==> src/rtl/dtt_pkg.sv <==
// ----------------------------------------------------------------------------
// dtt_pkg
// shared types, constants and field widths for the detection track table
// ----------------------------------------------------------------------------
package dtt_pkg;

    localparam int MAX_TRACKS_DEF  = 16;
    localparam int MAX_PENDING_DEF = 16;
    localparam int COORD_BITS_DEF  = 12;

    localparam int CFG_W      = 12;
    localparam int CFG_IDX_W  = 3;
    localparam int CNT_W      = 8;
    localparam int KIND_W     = 3;
    localparam int SLOT_W     = 4;
    localparam int IN_COORD_W = COORD_BITS_DEF;

    localparam logic [CNT_W-1:0] SAT_MAX = 8'hFF;

    localparam logic [CFG_IDX_W-1:0] REG_X_WINDOW   = 3'd0;
    localparam logic [CFG_IDX_W-1:0] REG_Y_WINDOW   = 3'd1;
    localparam logic [CFG_IDX_W-1:0] REG_DET_THRESH = 3'd2;
    localparam logic [CFG_IDX_W-1:0] REG_MISS_THRESH = 3'd3;
    localparam logic [CFG_IDX_W-1:0] REG_AFTERGLOW  = 3'd4;

    localparam logic OP_DETECT = 1'b0;
    localparam logic OP_EOF    = 1'b1;

    localparam logic [KIND_W-1:0] EV_CONFIRMED = 3'd0;
    localparam logic [KIND_W-1:0] EV_LEFT      = 3'd1;
    localparam logic [KIND_W-1:0] EV_ADDED     = 3'd2;
    localparam logic [KIND_W-1:0] EV_DROPPED   = 3'd3;
    localparam logic [KIND_W-1:0] EV_FRAME     = 3'd4;

    typedef struct packed {
        logic                  opcode;
        logic [IN_COORD_W-1:0] box_x;
        logic [IN_COORD_W-1:0] box_y;
    } t_in_word;

    typedef struct packed {
        logic [KIND_W-1:0] event_kind;
        logic [SLOT_W-1:0] slot;
        logic              last;
    } t_out_word;

    typedef struct packed {
        logic [CFG_W-1:0] x_window;
        logic [CFG_W-1:0] y_window;
        logic [CNT_W-1:0] detect_threshold;
        logic [CNT_W-1:0] miss_threshold;
        logic [CNT_W-1:0] afterglow;
    } t_cfg;

endpackage

==> src/rtl/dtt_ram.sv <==
// ----------------------------------------------------------------------------
// dtt_ram
// generic single write, single read RAM with registered read data
// ----------------------------------------------------------------------------
module dtt_ram #(
    parameter int WIDTH = 8,
    parameter int DEPTH = 16
) (
    input  logic                     i_clk,
    input  logic                     i_we,
    input  logic [$clog2(DEPTH)-1:0] i_waddr,
    input  logic [WIDTH-1:0]         i_wdata,
    input  logic [$clog2(DEPTH)-1:0] i_raddr,
    output logic [WIDTH-1:0]         o_rdata
);
    logic [WIDTH-1:0] r_mem [DEPTH];
    logic [WIDTH-1:0] r_rdata;

    always_ff @(posedge i_clk) begin
        if (i_we) begin
            r_mem[i_waddr] <= i_wdata;
        end
        r_rdata <= r_mem[i_raddr];
    end

    assign o_rdata = r_rdata;
endmodule

==> src/rtl/dtt_front.sv <==
// ----------------------------------------------------------------------------
// dtt_front
// input stage: two-entry word queue that decouples the port from the engine
// ----------------------------------------------------------------------------
module dtt_front
    import dtt_pkg::*;
(
    input  logic     i_clk,
    input  logic     i_rst_n,
    input  logic     i_push,
    input  t_in_word i_data,
    output logic     o_full,
    output logic     o_valid,
    output t_in_word o_data,
    input  logic     i_take
);
    t_in_word   r_q [2];
    logic       r_rd, r_wr;
    logic [1:0] r_cnt;
    logic       w_push, w_pop;

    assign w_push  = i_push && (r_cnt != 2'd2);
    assign w_pop   = i_take && (r_cnt != 2'd0);
    assign o_full  = (r_cnt == 2'd2);
    assign o_valid = (r_cnt != 2'd0);
    assign o_data  = r_q[r_rd];

    always_ff @(posedge i_clk) begin
        if (w_push) begin
            r_q[r_wr] <= i_data;
        end
        if (!i_rst_n) begin
            r_rd  <= 1'b0;
            r_wr  <= 1'b0;
            r_cnt <= 2'd0;
        end else begin
            if (w_push) begin
                r_wr <= ~r_wr;
            end
            if (w_pop) begin
                r_rd <= ~r_rd;
            end
            r_cnt <= r_cnt + {1'b0, w_push} - {1'b0, w_pop};
        end
    end
endmodule

==> src/rtl/dtt_engine.sv <==
// ----------------------------------------------------------------------------
// dtt_engine
// table engine: scans, updates and compacts the track table, emits events
// ----------------------------------------------------------------------------
module dtt_engine
    import dtt_pkg::*;
#(
    parameter int MAX_TRACKS  = MAX_TRACKS_DEF,
    parameter int MAX_PENDING = MAX_PENDING_DEF
) (
    input  logic      i_clk,
    input  logic      i_rst_n,
    input  t_cfg      i_cfg,
    input  logic      i_valid,
    input  t_in_word  i_data,
    output logic      o_take,
    output logic      o_ev_valid,
    output t_out_word o_ev,
    input  logic      i_ev_full
);
    localparam int COORD_BITS = IN_COORD_W;
    localparam int TA_W = (MAX_TRACKS  > 1) ? $clog2(MAX_TRACKS)  : 1;
    localparam int PA_W = (MAX_PENDING > 1) ? $clog2(MAX_PENDING) : 1;
    localparam int TC_W = $clog2(MAX_TRACKS + 1);
    localparam int PC_W = $clog2(MAX_PENDING + 1);

    typedef struct packed {
        logic [COORD_BITS-1:0] x;
        logic [COORD_BITS-1:0] y;
        logic [CNT_W-1:0]      det;
        logic [CNT_W-1:0]      miss;
        logic                  seen;
        logic                  just_left;
    } t_entry;
    localparam int ENT_W = $bits(t_entry);
    localparam int BOX_W = 2 * COORD_BITS;

    typedef enum logic [8:0] {
        ST_IDLE  = 9'b000000001,
        ST_DREAD = 9'b000000010,
        ST_DCHK  = 9'b000000100,
        ST_DEND  = 9'b000001000,
        ST_EREAD = 9'b000010000,
        ST_ECHK  = 9'b000100000,
        ST_PREAD = 9'b001000000,
        ST_PCHK  = 9'b010000000,
        ST_FRAME = 9'b100000000
    } t_state;

    t_state r_state;
    logic [TC_W-1:0] r_tcnt, r_i, r_w;
    logic [PC_W-1:0] r_pcnt, r_p;
    logic [COORD_BITS-1:0] r_bx, r_by;

    // table and pending list rams
    logic            w_t_we;
    logic [TA_W-1:0] w_t_waddr, w_t_raddr;
    t_entry          w_t_wdata, w_t_rdata;
    logic            w_p_we;
    logic [PA_W-1:0] w_p_waddr, w_p_raddr;
    logic [BOX_W-1:0] w_p_wdata, w_p_rdata;

    dtt_ram #(.WIDTH(ENT_W), .DEPTH(MAX_TRACKS)) u_tab (
        .i_clk(i_clk), .i_we(w_t_we), .i_waddr(w_t_waddr), .i_wdata(w_t_wdata),
        .i_raddr(w_t_raddr), .o_rdata(w_t_rdata)
    );
    dtt_ram #(.WIDTH(BOX_W), .DEPTH(MAX_PENDING)) u_pend (
        .i_clk(i_clk), .i_we(w_p_we), .i_waddr(w_p_waddr), .i_wdata(w_p_wdata),
        .i_raddr(w_p_raddr), .o_rdata(w_p_rdata)
    );

    // match logic
    logic [COORD_BITS-1:0] w_dx, w_dy;
    logic                  w_hit;
    t_entry                w_upd, w_pen;
    logic                  w_confirm;
    logic [CNT_W:0]        w_upper;
    logic [CNT_W-1:0]      w_m;

    always_comb begin
        w_dx  = (w_t_rdata.x > r_bx) ? w_t_rdata.x - r_bx : r_bx - w_t_rdata.x;
        w_dy  = (w_t_rdata.y > r_by) ? w_t_rdata.y - r_by : r_by - w_t_rdata.y;
        w_hit = ({{CFG_W{1'b0}}, w_dx} < {{COORD_BITS{1'b0}}, i_cfg.x_window}) &&
                ({{CFG_W{1'b0}}, w_dy} < {{COORD_BITS{1'b0}}, i_cfg.y_window});
        w_upd      = w_t_rdata;
        if (w_t_rdata.det != SAT_MAX) begin
            w_upd.det = w_t_rdata.det + 1'b1;
        end
        w_upd.seen = 1'b1;
        w_upd.x    = r_bx;
        w_upd.y    = r_by;
        w_confirm  = (w_upd.det == i_cfg.detect_threshold);
        if (w_confirm) begin
            w_upd.miss = '0;
        end

        // end of frame penalty
        w_pen   = w_t_rdata;
        w_m     = w_t_rdata.miss;
        if (!w_t_rdata.seen && w_m != SAT_MAX) begin
            w_m = w_m + 1'b1;
        end
        w_pen.miss = w_m;
        w_upper = {1'b0, i_cfg.miss_threshold} + {1'b0, i_cfg.afterglow};
        if (w_m == i_cfg.miss_threshold) begin
            w_pen.det       = '0;
            w_pen.just_left = 1'b1;
        end
        if (w_m > i_cfg.miss_threshold && {1'b0, w_m} < w_upper) begin
            w_pen.det       = '0;
            w_pen.just_left = 1'b0;
        end
        w_pen.seen = 1'b0;
    end

    t_entry w_new;
    always_comb begin
        w_new.x         = w_p_rdata[BOX_W-1 -: COORD_BITS];
        w_new.y         = w_p_rdata[COORD_BITS-1:0];
        w_new.det       = 8'd1;
        w_new.miss      = '0;
        w_new.seen      = 1'b0;
        w_new.just_left = 1'b0;
    end

    logic w_keep;
    assign w_keep = (w_pen.miss != i_cfg.afterglow);

    always_comb begin
        w_t_we    = 1'b0;
        w_t_waddr = r_i[TA_W-1:0];
        w_t_wdata = w_upd;
        w_t_raddr = r_i[TA_W-1:0];
        w_p_we    = 1'b0;
        w_p_waddr = r_pcnt[PA_W-1:0];
        w_p_wdata = {r_bx, r_by};
        w_p_raddr = r_p[PA_W-1:0];
        o_take    = (r_state == ST_IDLE);
        o_ev_valid = 1'b0;
        o_ev       = '0;
        case (r_state)
            ST_DCHK: begin
                if (w_hit) begin
                    // write once, on the cycle the state moves on
                    w_t_we = !w_confirm || !i_ev_full;
                    o_ev_valid = w_confirm;
                    o_ev = '{event_kind: EV_CONFIRMED, slot: SLOT_W'(r_i), last: 1'b1};
                end
            end
            ST_DEND: begin
                if (r_pcnt < PC_W'(MAX_PENDING)) begin
                    w_p_we = 1'b1;
                end else begin
                    o_ev_valid = 1'b1;
                    o_ev = '{event_kind: EV_DROPPED, slot: '0, last: 1'b1};
                end
            end
            ST_ECHK: begin
                w_t_waddr  = r_w[TA_W-1:0];
                w_t_wdata  = w_pen;
                w_t_we     = w_keep && (!w_pen.just_left || !i_ev_full);
                o_ev_valid = w_pen.just_left;
                o_ev = '{event_kind: EV_LEFT, slot: SLOT_W'(r_w), last: 1'b0};
            end
            ST_PCHK: begin
                w_t_waddr  = r_tcnt[TA_W-1:0];
                w_t_wdata  = w_new;
                o_ev_valid = 1'b1;
                if (r_tcnt < TC_W'(MAX_TRACKS)) begin
                    w_t_we = !i_ev_full;
                    o_ev = '{event_kind: EV_ADDED, slot: SLOT_W'(r_tcnt), last: 1'b0};
                end else begin
                    o_ev = '{event_kind: EV_DROPPED, slot: '0, last: 1'b0};
                end
            end
            ST_FRAME: begin
                o_ev_valid = 1'b1;
                o_ev = '{event_kind: EV_FRAME, slot: '0, last: 1'b1};
            end
            default: ;
        endcase
    end

    always_ff @(posedge i_clk) begin
        if (r_state == ST_IDLE && i_valid) begin
            r_bx <= i_data.box_x[COORD_BITS-1:0];
            r_by <= i_data.box_y[COORD_BITS-1:0];
        end
        if (!i_rst_n) begin
            r_state <= ST_IDLE;
            r_tcnt  <= '0;
            r_pcnt  <= '0;
            r_i     <= '0;
            r_w     <= '0;
            r_p     <= '0;
        end else begin
            case (r_state)
                ST_IDLE: begin
                    r_i <= '0;
                    r_w <= '0;
                    r_p <= '0;
                    if (i_valid) begin
                        if (i_data.opcode == OP_DETECT) begin
                            r_state <= (r_tcnt == '0) ? ST_DEND : ST_DREAD;
                        end else begin
                            r_state <= (r_tcnt == '0) ? ST_PREAD : ST_EREAD;
                        end
                    end
                end
                ST_DREAD: r_state <= ST_DCHK;
                ST_DCHK: begin
                    if (w_hit) begin
                        if (!w_confirm || !i_ev_full) begin
                            r_state <= ST_IDLE;
                        end
                    end else if (r_i + 1'b1 == r_tcnt) begin
                        r_state <= ST_DEND;
                    end else begin
                        r_i     <= r_i + 1'b1;
                        r_state <= ST_DREAD;
                    end
                end
                ST_DEND: begin
                    if (r_pcnt < PC_W'(MAX_PENDING)) begin
                        r_pcnt  <= r_pcnt + 1'b1;
                        r_state <= ST_IDLE;
                    end else if (!i_ev_full) begin
                        r_state <= ST_IDLE;
                    end
                end
                ST_EREAD: r_state <= ST_ECHK;
                ST_ECHK: begin
                    if (!w_pen.just_left || !i_ev_full) begin
                        if (w_keep) begin
                            r_w <= r_w + 1'b1;
                        end
                        if (r_i + 1'b1 == r_tcnt) begin
                            r_tcnt  <= w_keep ? r_w + 1'b1 : r_w;
                            r_state <= (r_pcnt == '0) ? ST_FRAME : ST_PREAD;
                        end else begin
                            r_i     <= r_i + 1'b1;
                            r_state <= ST_EREAD;
                        end
                    end
                end
                ST_PREAD: begin
                    r_state <= (r_pcnt == '0) ? ST_FRAME : ST_PCHK;
                end
                ST_PCHK: begin
                    if (!i_ev_full) begin
                        if (r_tcnt < TC_W'(MAX_TRACKS)) begin
                            r_tcnt <= r_tcnt + 1'b1;
                        end
                        if (r_p + 1'b1 == r_pcnt) begin
                            r_state <= ST_FRAME;
                        end else begin
                            r_p     <= r_p + 1'b1;
                            r_state <= ST_PREAD;
                        end
                    end
                end
                ST_FRAME: begin
                    if (!i_ev_full) begin
                        r_pcnt  <= '0;
                        r_state <= ST_IDLE;
                    end
                end
                default: r_state <= ST_IDLE;
            endcase
        end
    end

`ifndef SYNTHESIS
    a_tcnt_max: assert property (@(posedge i_clk) disable iff (!i_rst_n)
        r_tcnt <= TC_W'(MAX_TRACKS)) else $error("track count overflow");
    a_pcnt_max: assert property (@(posedge i_clk) disable iff (!i_rst_n)
        r_pcnt <= PC_W'(MAX_PENDING)) else $error("pending count overflow");
    a_ev_stall: assert property (@(posedge i_clk) disable iff (!i_rst_n)
        (o_ev_valid && i_ev_full && r_state == ST_FRAME) |=> r_state == ST_FRAME)
        else $error("frame word lost on stall");
    a_pend_clear: assert property (@(posedge i_clk) disable iff (!i_rst_n)
        (r_state == ST_FRAME && !i_ev_full) |=> r_pcnt == '0)
        else $error("pending list not cleared");
`endif
endmodule

==> src/rtl/dtt_out_fifo.sv <==
// ----------------------------------------------------------------------------
// dtt_out_fifo
// result word queue between the engine and the output port
// ----------------------------------------------------------------------------
module dtt_out_fifo
    import dtt_pkg::*;
(
    input  logic      i_clk,
    input  logic      i_rst_n,
    input  logic      i_push,
    input  t_out_word i_data,
    output logic      o_full,
    output logic      o_empty,
    output t_out_word o_data,
    input  logic      i_pop
);
    t_out_word  r_q [2];
    logic       r_rd, r_wr;
    logic [1:0] r_cnt;
    logic       w_push, w_pop;

    assign w_push  = i_push && (r_cnt != 2'd2);
    assign w_pop   = i_pop && (r_cnt != 2'd0);
    assign o_full  = (r_cnt == 2'd2);
    assign o_empty = (r_cnt == 2'd0);
    assign o_data  = r_q[r_rd];

    always_ff @(posedge i_clk) begin
        if (w_push) begin
            r_q[r_wr] <= i_data;
        end
        if (!i_rst_n) begin
            r_rd  <= 1'b0;
            r_wr  <= 1'b0;
            r_cnt <= 2'd0;
        end else begin
            if (w_push) begin
                r_wr <= ~r_wr;
            end
            if (w_pop) begin
                r_rd <= ~r_rd;
            end
            r_cnt <= r_cnt + {1'b0, w_push} - {1'b0, w_pop};
        end
    end
endmodule

==> src/rtl/detection_track_table.sv <==
// a detection reads and checks table entries in order until one matches, else queues the box
// end of frame ages and compacts every entry, then adds each pending word, then emits a frame word
// throughput: one word at a time, set by the table scan through the single table read port
// reset: synchronous active-low; clears counts and queue pointers, sets config registers to defaults
// table and pending memories hold no reset value and need no clearing pass
// ----------------------------------------------------------------------------
// detection_track_table
// ordered compacting table of tracked objects with frame events
// ----------------------------------------------------------------------------
module detection_track_table
    import dtt_pkg::*;
#(
    parameter int MAX_TRACKS  = MAX_TRACKS_DEF,
    parameter int MAX_PENDING = MAX_PENDING_DEF
) (
    input  logic                 i_clk,
    input  logic                 i_rst_n,
    input  logic                 i_push,
    input  t_in_word             i_in,
    output logic                 o_full,
    output logic                 o_empty,
    input  logic                 i_pop,
    output t_out_word            o_out,
    input  logic                 i_cfg_we,
    input  logic [CFG_IDX_W-1:0] i_cfg_idx,
    input  logic [CFG_W-1:0]     i_cfg_data
);
    t_cfg      r_cfg;
    logic      w_valid, w_take, w_ev_valid, w_ev_full;
    t_in_word  w_word;
    t_out_word w_ev;

    always_ff @(posedge i_clk) begin
        if (!i_rst_n) begin
            r_cfg <= '{x_window: 12'd10, y_window: 12'd10, detect_threshold: 8'd5,
                       miss_threshold: 8'd5, afterglow: 8'd10};
        end else if (i_cfg_we) begin
            case (i_cfg_idx)
                REG_X_WINDOW:    r_cfg.x_window <= i_cfg_data;
                REG_Y_WINDOW:    r_cfg.y_window <= i_cfg_data;
                REG_DET_THRESH:  r_cfg.detect_threshold <= i_cfg_data[CNT_W-1:0];
                REG_MISS_THRESH: r_cfg.miss_threshold <= i_cfg_data[CNT_W-1:0];
                REG_AFTERGLOW:   r_cfg.afterglow <= i_cfg_data[CNT_W-1:0];
                default: ;
            endcase
        end
    end

    dtt_front u_front (
        .i_clk(i_clk), .i_rst_n(i_rst_n), .i_push(i_push), .i_data(i_in),
        .o_full(o_full), .o_valid(w_valid), .o_data(w_word), .i_take(w_take)
    );

    dtt_engine #(
        .MAX_TRACKS(MAX_TRACKS), .MAX_PENDING(MAX_PENDING)
    ) u_engine (
        .i_clk(i_clk), .i_rst_n(i_rst_n), .i_cfg(r_cfg), .i_valid(w_valid),
        .i_data(w_word), .o_take(w_take), .o_ev_valid(w_ev_valid), .o_ev(w_ev),
        .i_ev_full(w_ev_full)
    );

    dtt_out_fifo u_out (
        .i_clk(i_clk), .i_rst_n(i_rst_n), .i_push(w_ev_valid), .i_data(w_ev),
        .o_full(w_ev_full), .o_empty(o_empty), .o_data(o_out), .i_pop(i_pop)
    );
endmodule

==> config.mk <==
export PLATFORM = sky130hd
export DESIGN_NAME = detection_track_table
export DESIGN_NICKNAME = d
export VERILOG_FILES = /design/src/rtl/dtt_pkg.sv /design/src/rtl/dtt_ram.sv /design/src/rtl/dtt_front.sv /design/src/rtl/dtt_engine.sv /design/src/rtl/dtt_out_fifo.sv /design/src/rtl/detection_track_table.sv
export SDC_FILE = /design/constraint.sdc
export NUM_CORES = 2
export LEC_CHECK = 0
export BUFFER_PORTS_ARGS = -buffer_cell sky130_fd_sc_hd__buf_2
export CAP_MARGIN = 20
export CORE_MARGIN = 1.5
export CORE_UTILIZATION = 37
export CTS_BUF_LIST = sky130_fd_sc_hd__clkbuf_4
export DETAILED_ROUTE_END_ITERATION = 10
export GPL_TIMING_DRIVEN = 0
export PLACE_DENSITY = 0.58
export REMOVE_ABC_BUFFERS = 1
export SLEW_MARGIN = 10
export SYNTH_ARGS = -nofsm -noshare
export SYNTH_HDL_FRONTEND = slang
export SYNTH_SLANG_ARGS = --single-unit
export TNS_END_PERCENT = 1
==> constraint.sdc <==
create_clock -name i_clk -period 8.11 [get_ports i_clk]
set_input_delay 2.0275 -clock i_clk [delete_from_list [all_inputs] [get_ports i_clk]]
set_output_delay 2.0275 -clock i_clk [all_outputs]
set_load 0.05 [all_outputs]
### After elaboration in Yosys (flattened, before gate mapping)

Memory sizes are Yosys's and may differ from the RTL's. A register that Yosys moved wholly into a read port is not among the register bits.
Index checks and enable logic that the tools add are counted.

| cells by class | value |
|---|---|
| add/subtract/negate cells | 16 |
| multiply operators | 0 |
| div/mod/pow operators | 0 |
| $lt $le $gt $ge | 8 |
| equality and inequality tests | 34 |
| shift-type cells | 0 |
| muxes and demuxes | 69 |
| bitwise operators | 4 |
| reduce and logical (&&, ||, !) cells | 37 |

Operators by type and width:

| operator | count |
|---|---|
| $mux 9 | 12 |
| $pmux 42 s2 | 1 |
| $pmux 9 s9 | 1 |
| $mux 5 | 14 |
| $sub 12x12->12 | 4 |
| $mux 8 | 5 |
| $pmux 5 s2 | 4 |
| $pmux 8 s5 | 1 |
| $add 5x1->5 const B | 5 |
| $gt 12x12->1 | 2 |
| $lt 12x12->1 | 2 |
| $mux 12 | 2 |
| $mux 1 | 20 |
| $add 8x1->8 const B | 2 |
| $eq 8x8->1 | 2 |
| $ne 8x8->1 const B | 2 |
| $pmux 5 s3 | 1 |
| $mux 7 | 2 |
| $ne 2x2->1 const B | 6 |
| $reduce_and 2->1 | 6 |
| $reduce_bool 2->1 | 6 |
| $eq 5x5->1 | 2 |
| $logic_not 5->1 | 2 |
| $lt 5x5->1 const B | 2 |
| 37 further kinds | 62 |

| word-level totals | value |
|---|---|
| register bits | 114 |
| latch bits | 0 |
| bits in writable memories | 1122 |
| ROM bits | 0 |
| input port bits | 45 |
| memories | 4 |

Memory list:

| memory | words | width | rd ports | clocked after Yosys merged registers in | wr ports | RTL line | RTL |
|---|---|---|---|---|---|---|---|
| u_engine.u_tab.r_mem | 16 | 42 | 1 | 1 | 1 | dtt_ram.sv:16 | `logic [WIDTH-1:0] r_mem [DEPTH];` |
| u_engine.u_pend.r_mem | 16 | 24 | 1 | 1 | 1 | dtt_ram.sv:16 |  |
| u_front.r_q | 2 | 25 | 1 | 1 | 1 | dtt_front.sv:17 | `t_in_word r_q [2];` |
| u_out.r_q | 2 | 8 | 1 | 1 | 1 | dtt_out_fifo.sv:17 | `t_out_word r_q [2];` |

### Longest topological paths before layout

| depth | value |
|---|---|
| depth in word-level cells | 12 |
| mapped depth | 26 |
| depth with buffers taken out | 24 |

### Modules after synthesis

A second synthesis with hierarchy kept.

| second synthesis, totals | value |
|---|---|
| cells, all modules | 3075 |
| area total of the unflattened synthesis | 53597.7 µm² |

By module, submodules not included:

| module | instances | cells each | area each (µm²) | sequential area each (µm²) |
|---|---|---|---|---|
| dtt_ram (u_engine.u_tab) | 1 | 1092 | 26058.7 | 21020.2 |
| dtt_ram (u_engine.u_pend) | 1 | 636 | 14930.6 | 12011.5 |
| dtt_engine | 1 | 1012 | 7820.0 | 1401.3 |
| dtt_front | 1 | 105 | 2145.8 | 1601.5 |
| detection_track_table | 1 | 178 | 1830.5 | 960.9 |
| dtt_out_fifo | 1 | 52 | 812.0 | 580.6 |

### Worst setup path before layout

OpenSTA, ideal clock, no wires.

| timing path | value |
|---|---|
| path type | flip-flop to flip-flop |
| start | register u_engine.r_bx[0] |
| end | memory u_engine.u_tab.r_mem[3][0] in the netlist's numbering (enable) |
| library setup time | 0.442 ns |
| arrival | 6.635 ns |
| slack | 1.033 ns |
| cell stages (with the launch flop) | 22 |
| cell sequence | edfxtp_1 > ha_1 > inv_1 > fa_1 > a211oi_1 > o21bai_1 > o211ai_1 > a21o_1 > clkbuf_1 > a211oi_1 > a2111oi_0 > and3_1 > xnor2_1 > ha_1 > or2_2 > a221o_1 > a21oi_1 > o211ai_1 > or2_4 > a21oi_1 > o21ai_0 > nor2_1 |

| on the way | value |
|---|---|
| word-level cells in the longest chain between the ends | 8 |
| elaborated cells between the ends (all ways) | 10 |

Ends and longest elaborated chain:

| element | RTL line | RTL |
|---|---|---|
| start: declaration | dtt_engine.sv:53 | `logic [COORD_BITS-1:0] r_bx, r_by;` |
| start signal: assignment | dtt_engine.sv:186 | `r_bx <= i_data.box_x[COORD_BITS-1:0];` |
| $sub 12x12->12 or $gt 12x12->1 (tied branches) | dtt_engine.sv:81 | `w_dx = (w_t_rdata.x > r_bx) ? w_t_rdata.x - r_bx : r_bx - w_t_rdata.x;` |
| $mux 12 * | dtt_engine.sv:81 |  |
| $lt 12x12->1 * | dtt_engine.sv:83 | `w_hit = ({{CFG_W{1'b0}}, w_dx} < {{COORD_BITS{1'b0}}, i_cfg.x_window}) &&` |
| $logic_and 1x1->1 * | dtt_engine.sv:83 |  |
| $mux 1 * | dtt_engine.sv:143 | `if (w_hit) begin` |
| $pmux 1 s3 * | dtt_engine.sv:141 | `case (r_state)` |
| $mux 1 * | dtt_ram.sv:20 | `if (i_we) begin` |
| $mux 1 (not written as such) * | dtt_ram.sv:21 | `r_mem[i_waddr] <= i_wdata;` |
| end: declaration | dtt_ram.sv:16 |  |

Mark *: on every way between the ends. The rest lies on a longest branch, timed or not.

### Worst setup path after layout

| timing path | value |
|---|---|
| start | register u_engine.r_by[0] |
| end | memory u_engine.u_tab.r_mem[9][22] in the netlist's numbering (enable) |

| on the way | value |
|---|---|
| word-level cells in the longest chain between the ends | 8 |
| elaborated cells between the ends (all ways) | 10 |

Ends and longest elaborated chain:

| element | RTL line | RTL |
|---|---|---|
| start: declaration | dtt_engine.sv:53 |  |
| start signal: assignment | dtt_engine.sv:187 | `r_by <= i_data.box_y[COORD_BITS-1:0];` |
| $sub 12x12->12 or $gt 12x12->1 (tied branches) | dtt_engine.sv:82 | `w_dy = (w_t_rdata.y > r_by) ? w_t_rdata.y - r_by : r_by - w_t_rdata.y;` |
| $mux 12 * | dtt_engine.sv:82 |  |
| $lt 12x12->1 * | dtt_engine.sv:84 | `({{CFG_W{1'b0}}, w_dy} < {{COORD_BITS{1'b0}}, i_cfg.y_window});` |
| $logic_and 1x1->1 * | dtt_engine.sv:83 |  |
| $mux 1 * | dtt_engine.sv:143 |  |
| $pmux 1 s3 * | dtt_engine.sv:141 |  |
| $mux 1 * | dtt_ram.sv:20 |  |
| $mux 1 (not written as such) * | dtt_ram.sv:21 |  |

Marked as above.

==> metrics.yaml <==
outcome:
  outcome: "finished clean"
grt:
  grt_pass1_wl_um: 194000
  antenna_found_initial: 9
  track_usage_pct: 18.0
  grt_pass1_vias: 30036
  overflow: 0
  grt_max_degree: 52
synthesis:
  yosysMostFrequentCell: "edfxtp_1"
  synth_area_um2: 53500
  ys.flop_type: "edfxtp_1"
  synth_top_area_cell: "edfxtp_1"
  seq_area_frac_synth_pct: 70.2
  synthDistinctLibCells: 83
  synth_edf_count: 1146
  synth_top_area_share_pct: 64.3
  synth_area_per_cell_um2: 17.9
  synth.yosys.warnings: 0
  synthArstFlopShare_pct: 0
  syn_inst: 2996
  ys_seq_elements: 1304
  ys_top_cells_by_area: "edfxtp_1 64%, mux4_2 14%, dfxtp_1 5.9%"
  synth_commonest_cells: "1,146 x edfxtp_1, 330 x mux4_2, 163 x nand2_1, 158 x dfxtp_1, 117 x inv_1"
sta:
  final-setup-viol-count: 0
  fmax_ghz: 0.131
  slew_headroom_pct: 25.2
  tightest_slew_ns: 1.11
  period_share_pct: 93.9
  slew_violations: 0
  rsz0062_at_grt: "true"
  finalCriticalPeriod_ns: 7.61
  finClkSkew_ns: 0.102
  timing.final.hold_violations: 0
  layout_setup_ws_ns: 0.497
  tns_ns: 0
  hold_ws_ns: 0.460
setup_path:
  crit_type: "reg -> reg"
  required_ns: 8.97
  cp-start-kind: "register"
  cp_data_arrival_time_ns: 8.47
  end_kind: "register"
  critPathMaxFanout: 18
  r2r_cells: 21
power:
  leakage_nw: 20.6
  power.total_mw: 15.8
  combPwrFrac_pct: 11.8
  power_density_nw_per_um2: 252
  seqPwrFrac_pct: 51.8
  irDropWorstVdd_uv: 139
  p_int_mw: 11.7
  p_switching_mw: 4.09
  clockPowerShare_pct: 36.3
  swShare_pct: 26.0
cts:
  clkSinkCount: 1304
  ctsHoldBuffers: 0
  clkTransAtPathRegs_ns: 0.07
  cts_max_level: 5
  clockBufferDepth: 4
  clock_latency_ns: 1.24
  cts_tree: "built"
  numCtsBuffers: 355
  cts_root_buf: "clkbuf_4"
die:
  pin_count: 55
  fp.dieW_um: 383
  fp-row-count: 139
  coreArea_um2: 143000
  dieArea_um2: 147000
  die_h_um: 383
  initial_core_util_pct: 37.3
placement:
  dpl.cell_count: 4916
  gp_congestion: 0.832
  hpwl_um: 82800
  io_buffers: 54
  pre_cts_slack_ns: -0.0599
final_layout:
  nets: 3541
  instances_no_fill: 5552
  fillers: 12569
  drive_gt1_share_pct: 32.4
  synthToLayoutAreaGrowth_pct: 16.7
route:
  via_count: 29339
  routedWlPerCell_um: 23.6
  wirelength_um: 131000
  vias_per_cell: 5.28
  ant_nets: 0
  drt_iter0_drc: 2378
  drcViolationCount: 0
  dr.pass1.iters: 5
run:
  cap_violations: 0
hold_path:
  worstHoldPathCells: 2
  hp-class: "reg -> reg"
[metrics by stage]
step | instance area (µm²) | utilization, %
floorplan | 53000 | -
global placement | 55600 | 38.8
detailed placement | 57900 | 40.3
CTS | 62300 | 43.4
global route | 62500 | 43.5
finish | 62500 | 43.5
[logic make-up (layout without fill, tap and decap cells)]
logic type | Yosys count | after routing | share of synthesized area, %
other cells | 0 | 2 | 0
compound gates | 392 | 392 | 4.79
fa+ha+maj | 111 | 111 | 2.67
mux | 390 | 390 | 15.1
flops | 1304 | 1304 | 70.2
xor+xnor | 64 | 64 | 1.07
buf+inv | 259 | 910 | 1.84
simple gates | 476 | 476 | 4.29
[layout by cell type (no fill, tap or decap), types with 23 or more instances in the layout]
master / n
nand2_1: 162
o21ai_0: 46
nor2_4: 31
nand3_1: 41
inv_1: 116
nor3_1: 28
ha_1: 106
a22oi_1: 31
a21o_1: 29
mux4_2: 330
xor2_1: 23
a21oi_1: 111
buf_2: 54
xnor2_1: 40
o21ai_1: 31
edfxtp_1: 1146
buf_16: 32
nor2_1: 78
buf_12: 40
clkinv_1: 65
mux2_2: 43
dfxtp_1: 149
buf_4: 31
clkbuf_4: 529
[state kept, by name, summed over array words and instances (netlist names), 2 cells and up, named ones only]
name,cells
r_cfg,48
u_engine.r_bx,12
u_engine.r_by,12
u_engine.r_i,5
u_engine.r_p,5
u_engine.r_pcnt,5
u_engine.r_state,9
u_engine.r_tcnt,5
u_engine.r_w,5
u_engine.u_pend.o_rdata,24
u_engine.u_pend.r_mem,384
u_engine.u_tab.o_rdata,42
u_engine.u_tab.r_mem,672
u_front.r_cnt,2
u_front.r_q,50
u_out.r_cnt,2
u_out.r_q,16
[power by group through the flow]
| stage | combinational (mW) | sequential, mW | clock (mW) |
|---|---|---|---|
| 5_1_grt | 2.07 | 8.21 | 6.26 |
| 3_5_place_dp | 1.83 | 8.34 | 0 |
| 3_3_place_gp | 1.67 | 8.37 | 0 |
| 6_report | 1.86 | 8.17 | 5.73 |
| 2_1_floorplan | 1.17 | 8.21 | 0 |
| 4_1_cts | 1.84 | 8.19 | 5.91 |
[area by class of cell]
type / instances / area [µm²] / share of cell area, %
sequential: 1304 / 37600 / 60.2
multi-input combinational: 1433 / 15200 / 24.4
clock inverter: 90 / 465 / 0.745
clock buffer: 529 / 3970 / 6.36
inverter: 117 / 442 / 0.707
antenna: 2 / 5.00 / 0.00801
tap: 1903 / 2380 / 3.81
timing repair buffer: 174 / 2360 / 3.78
[worst max-delay path, cell delays in order, from the launching register on]
cell and delay (ns):
edfxtp_1 0.74, ha_1 0.30, inv_1 0.06, fa_1 0.39
a21o_1 0.17, a21oi_1 0.30, o211ai_1 0.17, a31o_2 0.41
inv_1 0.24, a21oi_1 0.18, a21o_1 0.21, a2111oi_0 0.80
ha_1 0.40, a21o_1 0.19, a21o_1 0.17, a22oi_1 0.17
o211ai_1 0.31, or2_4 0.38, a21oi_1 0.26, o211ai_1 0.38
nor2_4 0.73, buf_12 0.27
[path summary, 6_finish.rpt]
kind / start / slack [ns] / end
setup / recovery: u_engine.r_by[0] / 0.50 / u_engine.u_tab.r_mem[9][22]
hold / removal: r_cfg[35] / 0.46 / r_cfg[35]
setup reg to reg: u_engine.r_by[0] / 0.50 / u_engine.u_tab.r_mem[9][22]
hold reg to reg: r_cfg[35] / 0.46 / r_cfg[35]
[per-layer routing]
layer	vias up	part of all wire [%]	GRT usage [%]
met5	-	0.065	0
met3	146	6.5	4.68
met4	12	1.3	4.88
li1	13039	-	-
met1	15208	44	24.6
met2	934	48	28.3
[what timing repair did]
item | in CTS | in global routing
resized for setup | 0 | 4
pin swaps | 1 | 6
endpoints found under the hold margin | 0 | 0
setup endpoints to repair | 13 | 513
buffers inserted | 1 | 10
Power figures use the tool's default switching activity.
